<file path="src/rtl/dzdc_pkg.sv">
`default_nettype none
// ----------------------------------------------------------------------------
// dzdc_pkg
// Shared types and constants of the diagonal zone direction classifier.
// ----------------------------------------------------------------------------
package dzdc_pkg;

  localparam int IDX_W     = 11;
  localparam int CFG_W     = 12;
  localparam int CFG_IDX_W = 1;
  localparam int CNT_W     = 23;
  localparam int DEF_MAX_DIM = 2048;

  localparam logic [CFG_W-1:0] ROWS_RESET = CFG_W'(12);
  localparam logic [CFG_W-1:0] COLS_RESET = CFG_W'(16);

  localparam int Q_DEPTH = 4;
  localparam int QP_W    = $clog2(Q_DEPTH);
  localparam int QC_W    = $clog2(Q_DEPTH + 1);

  typedef enum logic [CFG_IDX_W-1:0] {
    CFG_FRAME_ROWS = 1'd0,
    CFG_FRAME_COLS = 1'd1
  } cfg_idx_t;

  typedef enum logic [2:0] {
    DIR_NONE  = 3'd0,
    DIR_LEFT  = 3'd1,
    DIR_UP    = 3'd2,
    DIR_RIGHT = 3'd3,
    DIR_DOWN  = 3'd4
  } dir_t;

  typedef enum logic [1:0] {
    BK_ACC,
    BK_ARG,
    BK_HOLD
  } back_state_t;

  typedef struct packed {
    dir_t zone;
    logic last;
  } q_entry_t;

  typedef struct packed {
    logic     valid;
    q_entry_t entry;
  } q_word_t;

  typedef struct packed {
    logic full;
  } q_status_t;

endpackage
`default_nettype wire

</file>
<file path="src/rtl/dzdc_in_if.sv">
`default_nettype none
// ----------------------------------------------------------------------------
// dzdc_in_if
// Mask pixel channel: valid/ready with pixel payload.
// ----------------------------------------------------------------------------
interface dzdc_in_if;
  logic                      valid;
  logic                      ready;
  logic                      pixel_on;
  logic [dzdc_pkg::IDX_W-1:0] row_index;
  logic [dzdc_pkg::IDX_W-1:0] col_index;
  logic                      frame_end;

  modport source (output valid, pixel_on, row_index, col_index, frame_end, input ready);
  modport sink   (input valid, pixel_on, row_index, col_index, frame_end, output ready);
endinterface
`default_nettype wire

</file>
<file path="src/rtl/dzdc_out_if.sv">
`default_nettype none
// ----------------------------------------------------------------------------
// dzdc_out_if
// Result channel: valid/ready with direction and zone counts.
// ----------------------------------------------------------------------------
interface dzdc_out_if;
  logic                      valid;
  logic                      ready;
  logic [2:0]                direction;
  logic [dzdc_pkg::CNT_W-1:0] left_count;
  logic [dzdc_pkg::CNT_W-1:0] up_count;
  logic [dzdc_pkg::CNT_W-1:0] right_count;
  logic [dzdc_pkg::CNT_W-1:0] down_count;

  modport source (output valid, direction, left_count, up_count, right_count, down_count,
                  input ready);
  modport sink   (input valid, direction, left_count, up_count, right_count, down_count,
                  output ready);
endinterface
`default_nettype wire

</file>
<file path="src/rtl/dzdc_cfg_if.sv">
`default_nettype none
// ----------------------------------------------------------------------------
// dzdc_cfg_if
// Register write channel: valid/ready with register index and write data.
// ----------------------------------------------------------------------------
interface dzdc_cfg_if;
  logic                          valid;
  logic                          ready;
  logic [dzdc_pkg::CFG_IDX_W-1:0] index;
  logic [dzdc_pkg::CFG_W-1:0]     data;

  modport source (output valid, index, data, input ready);
  modport sink   (input valid, index, data, output ready);
endinterface
`default_nettype wire

</file>
<file path="src/rtl/dzdc_front.sv">
`default_nettype none
// ----------------------------------------------------------------------------
// dzdc_front
// Holds the frame size registers, takes pixels and classifies each one into
// a zone by comparing cross products against the diagonal positions.
// ----------------------------------------------------------------------------
module dzdc_front #(
  parameter int MAX_DIM = dzdc_pkg::DEF_MAX_DIM
) (
  input  wire                  clk,
  input  wire                  rst_n,
  dzdc_in_if.sink              in_ch,
  dzdc_cfg_if.sink             cfg_ch,
  input  dzdc_pkg::q_status_t  q_status,
  output dzdc_pkg::q_word_t    q_push
);
  import dzdc_pkg::*;

  localparam int DIM_W = $clog2(MAX_DIM + 1);
  localparam int EXT_W = CFG_W + 1;
  localparam int OPW   = (DIM_W > IDX_W) ? DIM_W : IDX_W;
  localparam int PW    = 2 * OPW;
  localparam int SW    = PW + 1;

  logic [CFG_W-1:0] frame_rows_r;
  logic [CFG_W-1:0] frame_cols_r;
  logic [DIM_W-1:0] eff_rows;
  logic [DIM_W-1:0] eff_cols;
  logic [OPW-1:0]   rows_o;
  logic [OPW-1:0]   cols_o;
  logic [OPW-1:0]   row_o;
  logic [OPW-1:0]   col_o;
  logic             in_frame;
  logic             advance;

  logic             s1_v_r;
  logic             s1_on_r;
  logic             s1_last_r;
  logic [PW-1:0]    p_r;
  logic [PW-1:0]    rc_r;
  logic [PW-1:0]    nc_r;
  logic [OPW-1:0]   c_r;

  logic [SW-1:0]    sum_pr;
  logic [SW-1:0]    sum_nc;
  logic [SW-1:0]    sum_rc;
  logic             gt_d;
  logic             lt_d;
  logic             gt_a;
  logic             lt_a;
  dir_t             zone;

  assign cfg_ch.ready = 1'b1;

  always_ff @(posedge clk) begin
    if (!rst_n) begin
      frame_rows_r <= ROWS_RESET;
      frame_cols_r <= COLS_RESET;
    end else if (cfg_ch.valid) begin
      unique case (cfg_idx_t'(cfg_ch.index))
        CFG_FRAME_ROWS: frame_rows_r <= cfg_ch.data;
        CFG_FRAME_COLS: frame_cols_r <= cfg_ch.data;
        default: ;
      endcase
    end
  end

  assign eff_rows = (EXT_W'(frame_rows_r) > EXT_W'(MAX_DIM)) ? DIM_W'(MAX_DIM)
                                                            : DIM_W'(frame_rows_r);
  assign eff_cols = (EXT_W'(frame_cols_r) > EXT_W'(MAX_DIM)) ? DIM_W'(MAX_DIM)
                                                            : DIM_W'(frame_cols_r);

  assign rows_o = OPW'(eff_rows);
  assign cols_o = OPW'(eff_cols);
  assign row_o  = OPW'(in_ch.row_index);
  assign col_o  = OPW'(in_ch.col_index);

  assign in_frame = in_ch.pixel_on && (row_o < rows_o) && (col_o < cols_o);

  assign advance     = !s1_v_r || !q_status.full;
  assign in_ch.ready = advance;

  always_ff @(posedge clk) begin
    if (!rst_n) begin
      s1_v_r <= 1'b0;
    end else if (advance) begin
      s1_v_r <= in_ch.valid;
    end
  end

  always_ff @(posedge clk) begin
    if (advance && in_ch.valid) begin
      s1_on_r   <= in_frame;
      s1_last_r <= in_ch.frame_end;
      p_r       <= PW'(rows_o) * PW'(col_o);
      rc_r      <= PW'(row_o) * PW'(cols_o);
      nc_r      <= PW'(rows_o) * PW'(cols_o);
      c_r       <= cols_o;
    end
  end

  // d = floor(rows*col/cols), a = rows - d, all compared as cross products
  assign sum_pr = SW'(p_r) + SW'(rc_r);
  assign sum_nc = SW'(nc_r) + SW'(c_r);
  assign sum_rc = SW'(rc_r) + SW'(c_r);

  assign gt_d = p_r < rc_r;
  assign lt_d = sum_rc <= SW'(p_r);
  assign gt_a = sum_pr >= sum_nc;
  assign lt_a = sum_pr < SW'(nc_r);

  always_comb begin
    zone = DIR_NONE;
    if (s1_on_r) begin
      priority if (gt_d && gt_a) zone = DIR_DOWN;
      else if (lt_d && gt_a)     zone = DIR_RIGHT;
      else if (lt_d && lt_a)     zone = DIR_UP;
      else if (gt_d && lt_a)     zone = DIR_LEFT;
      else                       zone = DIR_NONE;
    end
  end

  assign q_push.valid      = s1_v_r && !q_status.full;
  assign q_push.entry.zone = zone;
  assign q_push.entry.last = s1_last_r;

endmodule
`default_nettype wire

</file>
<file path="src/rtl/dzdc_queue.sv">
`default_nettype none
// ----------------------------------------------------------------------------
// dzdc_queue
// Short FIFO of classified pixels between the front and the back.
// ----------------------------------------------------------------------------
module dzdc_queue (
  input  wire                  clk,
  input  wire                  rst_n,
  input  dzdc_pkg::q_word_t    q_push,
  output dzdc_pkg::q_status_t  q_status,
  output dzdc_pkg::q_word_t    q_head,
  input  wire                  q_pop
);
  import dzdc_pkg::*;

  q_entry_t          mem_r [Q_DEPTH];
  logic [QP_W-1:0]   wr_ptr_r;
  logic [QP_W-1:0]   rd_ptr_r;
  logic [QC_W-1:0]   cnt_r;
  logic              do_push;
  logic              do_pop;

  assign do_push = q_push.valid && (cnt_r != QC_W'(Q_DEPTH));
  assign do_pop  = q_pop && (cnt_r != '0);

  always_ff @(posedge clk) begin
    if (!rst_n) begin
      wr_ptr_r <= '0;
      rd_ptr_r <= '0;
      cnt_r    <= '0;
    end else begin
      if (do_push) wr_ptr_r <= wr_ptr_r + QP_W'(1);
      if (do_pop)  rd_ptr_r <= rd_ptr_r + QP_W'(1);
      unique case ({do_push, do_pop})
        2'b10:   cnt_r <= cnt_r + QC_W'(1);
        2'b01:   cnt_r <= cnt_r - QC_W'(1);
        default: cnt_r <= cnt_r;
      endcase
    end
  end

  always_ff @(posedge clk) begin
    if (do_push) mem_r[wr_ptr_r] <= q_push.entry;
  end

  assign q_status.full = (cnt_r == QC_W'(Q_DEPTH));
  assign q_head.valid  = (cnt_r != '0);
  assign q_head.entry  = mem_r[rd_ptr_r];

endmodule
`default_nettype wire

</file>
<file path="src/rtl/dzdc_back.sv">
`default_nettype none
// ----------------------------------------------------------------------------
// dzdc_back
// Accumulates zone counts, closes a frame on its last word, resolves the
// direction and holds the result until taken.
// ----------------------------------------------------------------------------
module dzdc_back (
  input  wire                clk,
  input  wire                rst_n,
  input  dzdc_pkg::q_word_t  q_head,
  output logic               q_pop,
  dzdc_out_if.source         out_ch
);
  import dzdc_pkg::*;

  localparam logic [CNT_W-1:0] CNT_MAX = '1;

  back_state_t      state_r;
  back_state_t      state_nxt;

  logic [CNT_W-1:0] left_r,  up_r,  right_r,  down_r;
  logic [CNT_W-1:0] left_nxt, up_nxt, right_nxt, down_nxt;
  logic [CNT_W-1:0] res_left_r, res_up_r, res_right_r, res_down_r;
  dir_t             dir_r;
  dir_t             dir_nxt;
  logic [CNT_W-1:0] best;
  logic             pop;
  logic             pop_last;

  function automatic logic [CNT_W-1:0] sat_inc(input logic [CNT_W-1:0] v);
    sat_inc = (v == CNT_MAX) ? v : v + CNT_W'(1);
  endfunction

  always_comb begin
    pop = 1'b0;
    unique case (state_r)
      BK_ACC:  pop = q_head.valid;
      BK_ARG:  pop = 1'b0;
      BK_HOLD: pop = q_head.valid && (!q_head.entry.last || out_ch.ready);
      default: pop = 1'b0;
    endcase
  end

  assign q_pop    = pop;
  assign pop_last = pop && q_head.entry.last;

  always_comb begin
    state_nxt = state_r;
    unique case (state_r)
      BK_ACC:  if (pop_last) state_nxt = BK_ARG;
      BK_ARG:  state_nxt = BK_HOLD;
      BK_HOLD: begin
        if (out_ch.ready) state_nxt = pop_last ? BK_ARG : BK_ACC;
      end
      default: state_nxt = BK_ACC;
    endcase
  end

  always_comb begin
    left_nxt  = left_r;
    up_nxt    = up_r;
    right_nxt = right_r;
    down_nxt  = down_r;
    if (pop) begin
      unique case (q_head.entry.zone)
        DIR_LEFT:  left_nxt  = sat_inc(left_r);
        DIR_UP:    up_nxt    = sat_inc(up_r);
        DIR_RIGHT: right_nxt = sat_inc(right_r);
        DIR_DOWN:  down_nxt  = sat_inc(down_r);
        default: ;
      endcase
    end
  end

  // first of equal counts wins
  always_comb begin
    best    = '0;
    dir_nxt = DIR_NONE;
    if (res_left_r > best) begin
      best    = res_left_r;
      dir_nxt = DIR_LEFT;
    end
    if (res_up_r > best) begin
      best    = res_up_r;
      dir_nxt = DIR_UP;
    end
    if (res_right_r > best) begin
      best    = res_right_r;
      dir_nxt = DIR_RIGHT;
    end
    if (res_down_r > best) begin
      dir_nxt = DIR_DOWN;
    end
  end

  always_ff @(posedge clk) begin
    if (!rst_n) begin
      state_r <= BK_ACC;
      left_r  <= '0;
      up_r    <= '0;
      right_r <= '0;
      down_r  <= '0;
    end else begin
      state_r <= state_nxt;
      if (pop_last) begin
        left_r  <= '0;
        up_r    <= '0;
        right_r <= '0;
        down_r  <= '0;
      end else begin
        left_r  <= left_nxt;
        up_r    <= up_nxt;
        right_r <= right_nxt;
        down_r  <= down_nxt;
      end
    end
  end

  always_ff @(posedge clk) begin
    if (pop_last) begin
      res_left_r  <= left_nxt;
      res_up_r    <= up_nxt;
      res_right_r <= right_nxt;
      res_down_r  <= down_nxt;
    end
    if (state_r == BK_ARG) dir_r <= dir_nxt;
  end

  assign out_ch.valid       = (state_r == BK_HOLD);
  assign out_ch.direction   = dir_r;
  assign out_ch.left_count  = res_left_r;
  assign out_ch.up_count    = res_up_r;
  assign out_ch.right_count = res_right_r;
  assign out_ch.down_count  = res_down_r;

endmodule
`default_nettype wire

</file>
<file path="src/rtl/diagonal_zone_direction_classifier.sv">
`default_nettype none
// ----------------------------------------------------------------------------
// diagonal_zone_direction_classifier
// Counts set mask pixels in the four diagonal zones of a frame and reports
// the counts and the dominant direction at each frame end.
// Throughput: one pixel per cycle while the queue is not full; a frame end
// pauses the back in its argmax state, which the queue absorbs until it
// fills, then the input stalls. The result is valid once that state ends.
// A frame end that arrives while a result is still held waits in the queue.
// Reset (rst_n low, synchronous) clears counts and queue; size is 12 x 16.
// ----------------------------------------------------------------------------
module diagonal_zone_direction_classifier #(
  parameter int MAX_DIM = dzdc_pkg::DEF_MAX_DIM
) (
  input  wire          clk,
  input  wire          rst_n,
  dzdc_in_if.sink      in_ch,
  dzdc_out_if.source   out_ch,
  dzdc_cfg_if.sink     cfg_ch
);
  import dzdc_pkg::*;

  q_word_t   q_push;
  q_word_t   q_head;
  q_status_t q_status;
  logic      q_pop;

  dzdc_front #(
    .MAX_DIM (MAX_DIM)
  ) u_front (
    .clk      (clk),
    .rst_n    (rst_n),
    .in_ch    (in_ch),
    .cfg_ch   (cfg_ch),
    .q_status (q_status),
    .q_push   (q_push)
  );

  dzdc_queue u_queue (
    .clk      (clk),
    .rst_n    (rst_n),
    .q_push   (q_push),
    .q_status (q_status),
    .q_head   (q_head),
    .q_pop    (q_pop)
  );

  dzdc_back u_back (
    .clk    (clk),
    .rst_n  (rst_n),
    .q_head (q_head),
    .q_pop  (q_pop),
    .out_ch (out_ch)
  );

endmodule
`default_nettype wire
</file>
<file path="src/flat_wrapper.sv">
// flat-port wrapper written by rule: the top's interface ports become plain ports
module diagonal_zone_direction_classifier_flat import dzdc_pkg::*;
#(
  parameter int MAX_DIM = dzdc_pkg::DEF_MAX_DIM
)
  (clk, rst_n, in_ch_valid, in_ch_pixel_on, in_ch_row_index, in_ch_col_index, in_ch_frame_end, in_ch_ready, out_ch_valid, out_ch_direction, out_ch_left_count, out_ch_up_count, out_ch_right_count, out_ch_down_count, out_ch_ready, cfg_ch_valid, cfg_ch_index, cfg_ch_data, cfg_ch_ready);
  dzdc_in_if in_ch_i ();
  dzdc_out_if out_ch_i ();
  dzdc_cfg_if cfg_ch_i ();
  input  wire clk;
  input  wire rst_n;
  input wire logic [$bits(in_ch_i.valid)-1:0] in_ch_valid;
  input wire logic [$bits(in_ch_i.pixel_on)-1:0] in_ch_pixel_on;
  input wire logic [$bits(in_ch_i.row_index)-1:0] in_ch_row_index;
  input wire logic [$bits(in_ch_i.col_index)-1:0] in_ch_col_index;
  input wire logic [$bits(in_ch_i.frame_end)-1:0] in_ch_frame_end;
  output wire logic [$bits(in_ch_i.ready)-1:0] in_ch_ready;
  output wire logic [$bits(out_ch_i.valid)-1:0] out_ch_valid;
  output wire logic [$bits(out_ch_i.direction)-1:0] out_ch_direction;
  output wire logic [$bits(out_ch_i.left_count)-1:0] out_ch_left_count;
  output wire logic [$bits(out_ch_i.up_count)-1:0] out_ch_up_count;
  output wire logic [$bits(out_ch_i.right_count)-1:0] out_ch_right_count;
  output wire logic [$bits(out_ch_i.down_count)-1:0] out_ch_down_count;
  input wire logic [$bits(out_ch_i.ready)-1:0] out_ch_ready;
  input wire logic [$bits(cfg_ch_i.valid)-1:0] cfg_ch_valid;
  input wire logic [$bits(cfg_ch_i.index)-1:0] cfg_ch_index;
  input wire logic [$bits(cfg_ch_i.data)-1:0] cfg_ch_data;
  output wire logic [$bits(cfg_ch_i.ready)-1:0] cfg_ch_ready;
  assign in_ch_i.valid = in_ch_valid;
  assign in_ch_i.pixel_on = in_ch_pixel_on;
  assign in_ch_i.row_index = in_ch_row_index;
  assign in_ch_i.col_index = in_ch_col_index;
  assign in_ch_i.frame_end = in_ch_frame_end;
  assign in_ch_ready = in_ch_i.ready;
  assign out_ch_valid = out_ch_i.valid;
  assign out_ch_direction = out_ch_i.direction;
  assign out_ch_left_count = out_ch_i.left_count;
  assign out_ch_up_count = out_ch_i.up_count;
  assign out_ch_right_count = out_ch_i.right_count;
  assign out_ch_down_count = out_ch_i.down_count;
  assign out_ch_i.ready = out_ch_ready;
  assign cfg_ch_i.valid = cfg_ch_valid;
  assign cfg_ch_i.index = cfg_ch_index;
  assign cfg_ch_i.data = cfg_ch_data;
  assign cfg_ch_ready = cfg_ch_i.ready;
  diagonal_zone_direction_classifier #(.MAX_DIM(MAX_DIM)) u_core (.clk(clk), .rst_n(rst_n), .in_ch(in_ch_i), .out_ch(out_ch_i), .cfg_ch(cfg_ch_i));
endmodule
</file>
<file path="config.mk">
export PLATFORM = sky130hd
export DESIGN_NAME = diagonal_zone_direction_classifier_flat
export DESIGN_NICKNAME = d
export VERILOG_FILES = /design/src/rtl/dzdc_pkg.sv /design/src/rtl/dzdc_in_if.sv /design/src/rtl/dzdc_out_if.sv /design/src/rtl/dzdc_cfg_if.sv /design/src/rtl/dzdc_front.sv /design/src/rtl/dzdc_queue.sv /design/src/rtl/dzdc_back.sv /design/src/rtl/diagonal_zone_direction_classifier.sv /design/src/flat_wrapper.sv
export SDC_FILE = /design/constraint.sdc
export NUM_CORES = 2
export LEC_CHECK = 0
export BUFFER_PORTS_ARGS = -buffer_cell sky130_fd_sc_hd__buf_2
export CAP_MARGIN = 20
export CELL_PAD_IN_SITES_DETAIL_PLACEMENT = 1
export CELL_PAD_IN_SITES_GLOBAL_PLACEMENT = 2
export CORE_UTILIZATION = 40
export CTS_BUF_LIST = sky130_fd_sc_hd__clkbuf_4 sky130_fd_sc_hd__clkbuf_8 sky130_fd_sc_hd__clkbuf_16
export DETAILED_ROUTE_END_ITERATION = 8
export PLACE_DENSITY = 0.92
export SYNTH_ARGS = -nofsm -noshare
export SYNTH_HDL_FRONTEND = slang
export SYNTH_HIERARCHICAL = 1
export SYNTH_SLANG_ARGS = --single-unit
export TNS_END_PERCENT = 30
</file>
<file path="constraint.sdc">
create_clock -name clk -period 10.6 [get_ports clk]
set_clock_uncertainty 0.15 [all_clocks]
set_input_delay 1.06 -clock clk [delete_from_list [all_inputs] [get_ports clk]]
set_output_delay 1.06 -clock clk [all_outputs]
set_load 0.03 [all_outputs]
</file>
==> summary.md <==
### Critical path
* **Setup Crit Path Kind** flop to flop
* **Data required, critical path** 10.73 ns
* **type of element capturing the critical path** flop
* **maximum fanout encountered on the critical timing path** 24
* **startpoint type of the worst setup path** flop
* **arrival time at the worst endpoint** 7.05 ns

### Detailed routing
* **number of vias per cell** 5.32
* **vias** 25100
* **uppermost signal routing layer after detailed routing** met4
* **post-detailed-route count of antenna-violating nets** 0
* **post-route met1 wirelength** 40.4 mm
* **number of search-and-repair iterations in the first detailed-routing pass** 5
* **Detailed Route Iter0 Violations** 985
* **routed wirelength normalized by instance count** 19.7 µm
* **routed length on met2** 45.8 mm
* **total met3 wirelength after detailed routing** 3.75 mm
* **post-detailed-route DRC marker count** 0
* **final routed wirelength across all metal layers** 93.0 mm

### Synth
* **netlist area before placement** 0.0331 mm²
* **post-synthesis cell type count** 107
* **gate count after technology mapping** 3530
* **number of synthesized register bits** 323
* **area share of the largest cell type after synthesis** 0.177
* **Synth area leader** sky130_fd_sc_hd__edfxtp_1
* **number of synthesized flops with an enable pin** 195
* **Async S/R FF share, synth** 0
* **Syn Area/Cell** 9.37 µm²
* **post-synthesis net count** 4276
* **cell types occupying the most area after synthesis** sky130_fd_sc_hd__edfxtp_1 18%, sky130_fd_sc_hd__fa_1 17%, sky130_fd_sc_hd__ha_1 16%, sky130_fd_sc_hd__dfxtp_1 7.7%, sky130_fd_sc_hd__inv_1 5.9%
* **sequential fraction of the synthesis area** 0.255
* **count of synthesis-stage warnings from yosys** 6
* **main flop type after synthesis** sky130_fd_sc_hd__edfxtp_1

### Global routing
* **GRT Total Usage** 0.223
* **first-pass GRT wire length** 146 mm
* **Overflow after GRT** 0
* **initial antenna violation count** 0
* **via count of the first global-routing pass** 27000
* **maximum number of pins on one net before global-route repair** 68

### Timing
* **final setup violation count** 0
* **setup TNS** 0 ns
* **setup repair after global routing missed its margin** no
* **final worst path period need** 6.92 ns
* **Max Clk Rate** 0.145 GHz
* **max-slew violation count** 0
* **transition time of the tightest slew-check pin** 0.894 ns
* **ratio of final minimum period to clock period** 0.653
* **number of failing hold endpoints at the final stage** 0
* **Rel. slew slack** 0.402

### Clock tree
* **clock buffers created by TritonCTS** 38
* **CTS sink cnt** 323
* **Hold-fix buffers, CTS** 0
* **maximum clock insertion buffer count** 3
* **buffer type at the clock tree root** sky130_fd_sc_hd__clkbuf_16
* **number of buffers added for setup after CTS** 0
* **post-cts sizing count** 0
* **H-tree levels** 2
* **Clock transition at path regs** 0.06 ns
* **latest clock arrival within the worst-skew pair** 0.57 ns
* **CTS tree** done

### Job
* **# Max-Cap Violations** 0

### Place
* **placed instance count** 4649
* **area of placed instances** 0.0349 mm²
* **count of buffers inserted at the top-level ports** 138
* **final estimated routing congestion in global placement** 0.865
* **detailed-placement wirelength estimate** 74.0 mm

### Floorplanning
* **# rows** 105
* **standard cell core area** 0.0820 mm²
* **Initial Util** 0.403
* **floorplan die area** 0.0838 mm²
* **boundary pin count** 140
* **Die Y** 290 µm
* **die span in x** 290 µm

### Cells and area
* **most frequent standard cell in the layout excluding fill and tap cells** sky130_fd_sc_hd__inv_1
* **cell area after layout** 0.0361 mm²
* **share of final-layout standard cells stronger than drive strength 1** 0.0935
* **post-layout utilization of the core** 0.441
* **Syn-to-layout area delta** 9.30%
* **final net count** 4365
* **fillcell total** 9536
* **top library cells by usage in the layout, fill and taps aside** 523 x sky130_fd_sc_hd__inv_1, 422 x sky130_fd_sc_hd__ha_1, 401 x sky130_fd_sc_hd__nand2_1, 282 x sky130_fd_sc_hd__fa_1, 195 x sky130_fd_sc_hd__edfxtp_1
* **fin cells** 4720

### Power and ir drop
* **worst supply voltage drop on vdd** 0.151 mV
* **Pleak** 17.0 nW
* **total power of the final layout** 6.93 mW
* **cell area power density** 192 mW/mm²

### Status
* **status** completed

### Min path
* **HP Class** flop to flop

[kinds of logic (layout without fill, tap and decap cells)]
| family | Yosys count | after routing | share of synthesized area |
|---|---|---|---|
| compound gates | 448 | 448 | 0.0915 |
| xor+xnor | 200 | 200 | 0.0532 |
| flops | 323 | 323 | 0.255 |
| buf+inv | 647 | 766 | 0.0748 |
| fa+ha+maj | 704 | 704 | 0.330 |
| mux | 36 | 36 | 0.0135 |
| other cells | 1 | 2 | 0.000113 |
| simple gates | 1171 | 1171 | 0.182 |
[flip-flops by register name, summed over array words and instances (netlist names), 16 cells and up, named ones only]
signal                            flops
u_core/u_back/out_ch.up_count        23
u_core/u_back/out_ch.down_count      23
u_core/u_front/p_r                   23
u_core/u_back/up_r                   23
u_core/u_back/right_r                23
u_core/u_queue/mem_r                 16
u_core/u_back/left_r                 23
u_core/u_back/down_r                 23
u_core/u_front/rc_r                  23
u_core/u_back/out_ch.right_count     23
u_core/u_back/out_ch.left_count      23
u_core/u_front/nc_r                  24
[synth_stat cells (104+ instances only)]
cell type	count
sky130_fd_sc_hd__and2_1	158
sky130_fd_sc_hd__a21oi_1	126
sky130_fd_sc_hd__ha_1	422
sky130_fd_sc_hd__dfxtp_1	128
sky130_fd_sc_hd__edfxtp_1	195
sky130_fd_sc_hd__inv_1	524
sky130_fd_sc_hd__nor2b_1	140
sky130_fd_sc_hd__clkbuf_1	104
sky130_fd_sc_hd__nor2_1	156
sky130_fd_sc_hd__nand2_1	401
sky130_fd_sc_hd__xnor2_1	147
sky130_fd_sc_hd__fa_1	282
[where the power goes]
group / switching, mW / internal [mW] / leakage, nW
combinational: 2.23 / 1.47 / 13.4
sequential: 0.273 / 1.62 / 2.90
clock: 0.559 / 0.777 / 0.645
total: 3.07 / 3.87 / 17.0
[stage by stage]
| step | setup slack (ns) | hold slack [ns] |
|---|---|---|
| CTS | 3.72 | 0.317 |
| global route | 3.16 | 0.340 |
| global placement | 3.77 | 0.298 |
| detailed placement | 3.73 | 0.308 |
| finish | 3.68 | 0.309 |
| floorplan | 4.13 | 0.283 |
[critical path, stage by stage, from the launching register on]
cell and delay (ns):
sky130_fd_sc_hd__edfxtp_1 0.45, sky130_fd_sc_hd__inv_1 0.12, sky130_fd_sc_hd__ha_1 0.33, sky130_fd_sc_hd__nand4_1 0.24, sky130_fd_sc_hd__nor4_4 0.51, sky130_fd_sc_hd__nand2_1 0.63
sky130_fd_sc_hd__nand3_1 0.28, sky130_fd_sc_hd__o311a_1 0.24, sky130_fd_sc_hd__ha_1 0.27, sky130_fd_sc_hd__nor2b_1 0.14, sky130_fd_sc_hd__o21ai_0 0.14, sky130_fd_sc_hd__a21oi_1 0.09
sky130_fd_sc_hd__o21a_1 0.20, sky130_fd_sc_hd__o31a_1 0.28, sky130_fd_sc_hd__o21ai_2 0.29, sky130_fd_sc_hd__buf_4 0.35, sky130_fd_sc_hd__mux2_2 0.40, sky130_fd_sc_hd__ha_1 0.34
sky130_fd_sc_hd__nand2_1 0.07, sky130_fd_sc_hd__nor4_1 0.54, sky130_fd_sc_hd__o21ai_0 0.18, sky130_fd_sc_hd__a22oi_1 0.29, sky130_fd_sc_hd__a21oi_1 0.08
[layout make-up]
type | count | area (µm²) | share of cell area
Multi-Input combinational cell | 2560 | 22200 | 0.614
Sequential cell | 323 | 8420 | 0.233
Inverter | 526 | 1980 | 0.0547
Tap cell | 1070 | 1340 | 0.0370
Clock buffer | 55 | 1130 | 0.0312
Timing Repair Buffer | 170 | 931 | 0.0258
Clock inverter | 15 | 153 | 0.00422
Antenna cell | 1 | 2.50 | 0.0000692
[final timing paths]
path | from | cells past startpoint | to | slack (ns)
setup / recovery | u_core/u_back/out_ch.left_count[22] | 22 | u_core/u_back/out_ch.direction[0] | 3.68
hold / removal | u_core/u_front/frame_cols_r[9] | 2 | u_core/u_front/frame_cols_r[9] | 0.31
setup reg to reg | u_core/u_back/out_ch.left_count[22] | 22 | u_core/u_back/out_ch.direction[0] | 3.68
hold reg to reg | u_core/u_front/frame_cols_r[9] | 2 | u_core/u_front/frame_cols_r[9] | 0.31
[metal layers]
| metal | track usage | vias up |
|---|---|---|
| met5 | 0 | - |
| met2 | 0.400 | 516 |
| met3 | 0.0248 | 145 |
| li1 | - | 11800 |
| met4 | 0.0737 | 0 |
| met1 | 0.277 | 12600 |
(Power assumes the default switching activity.)
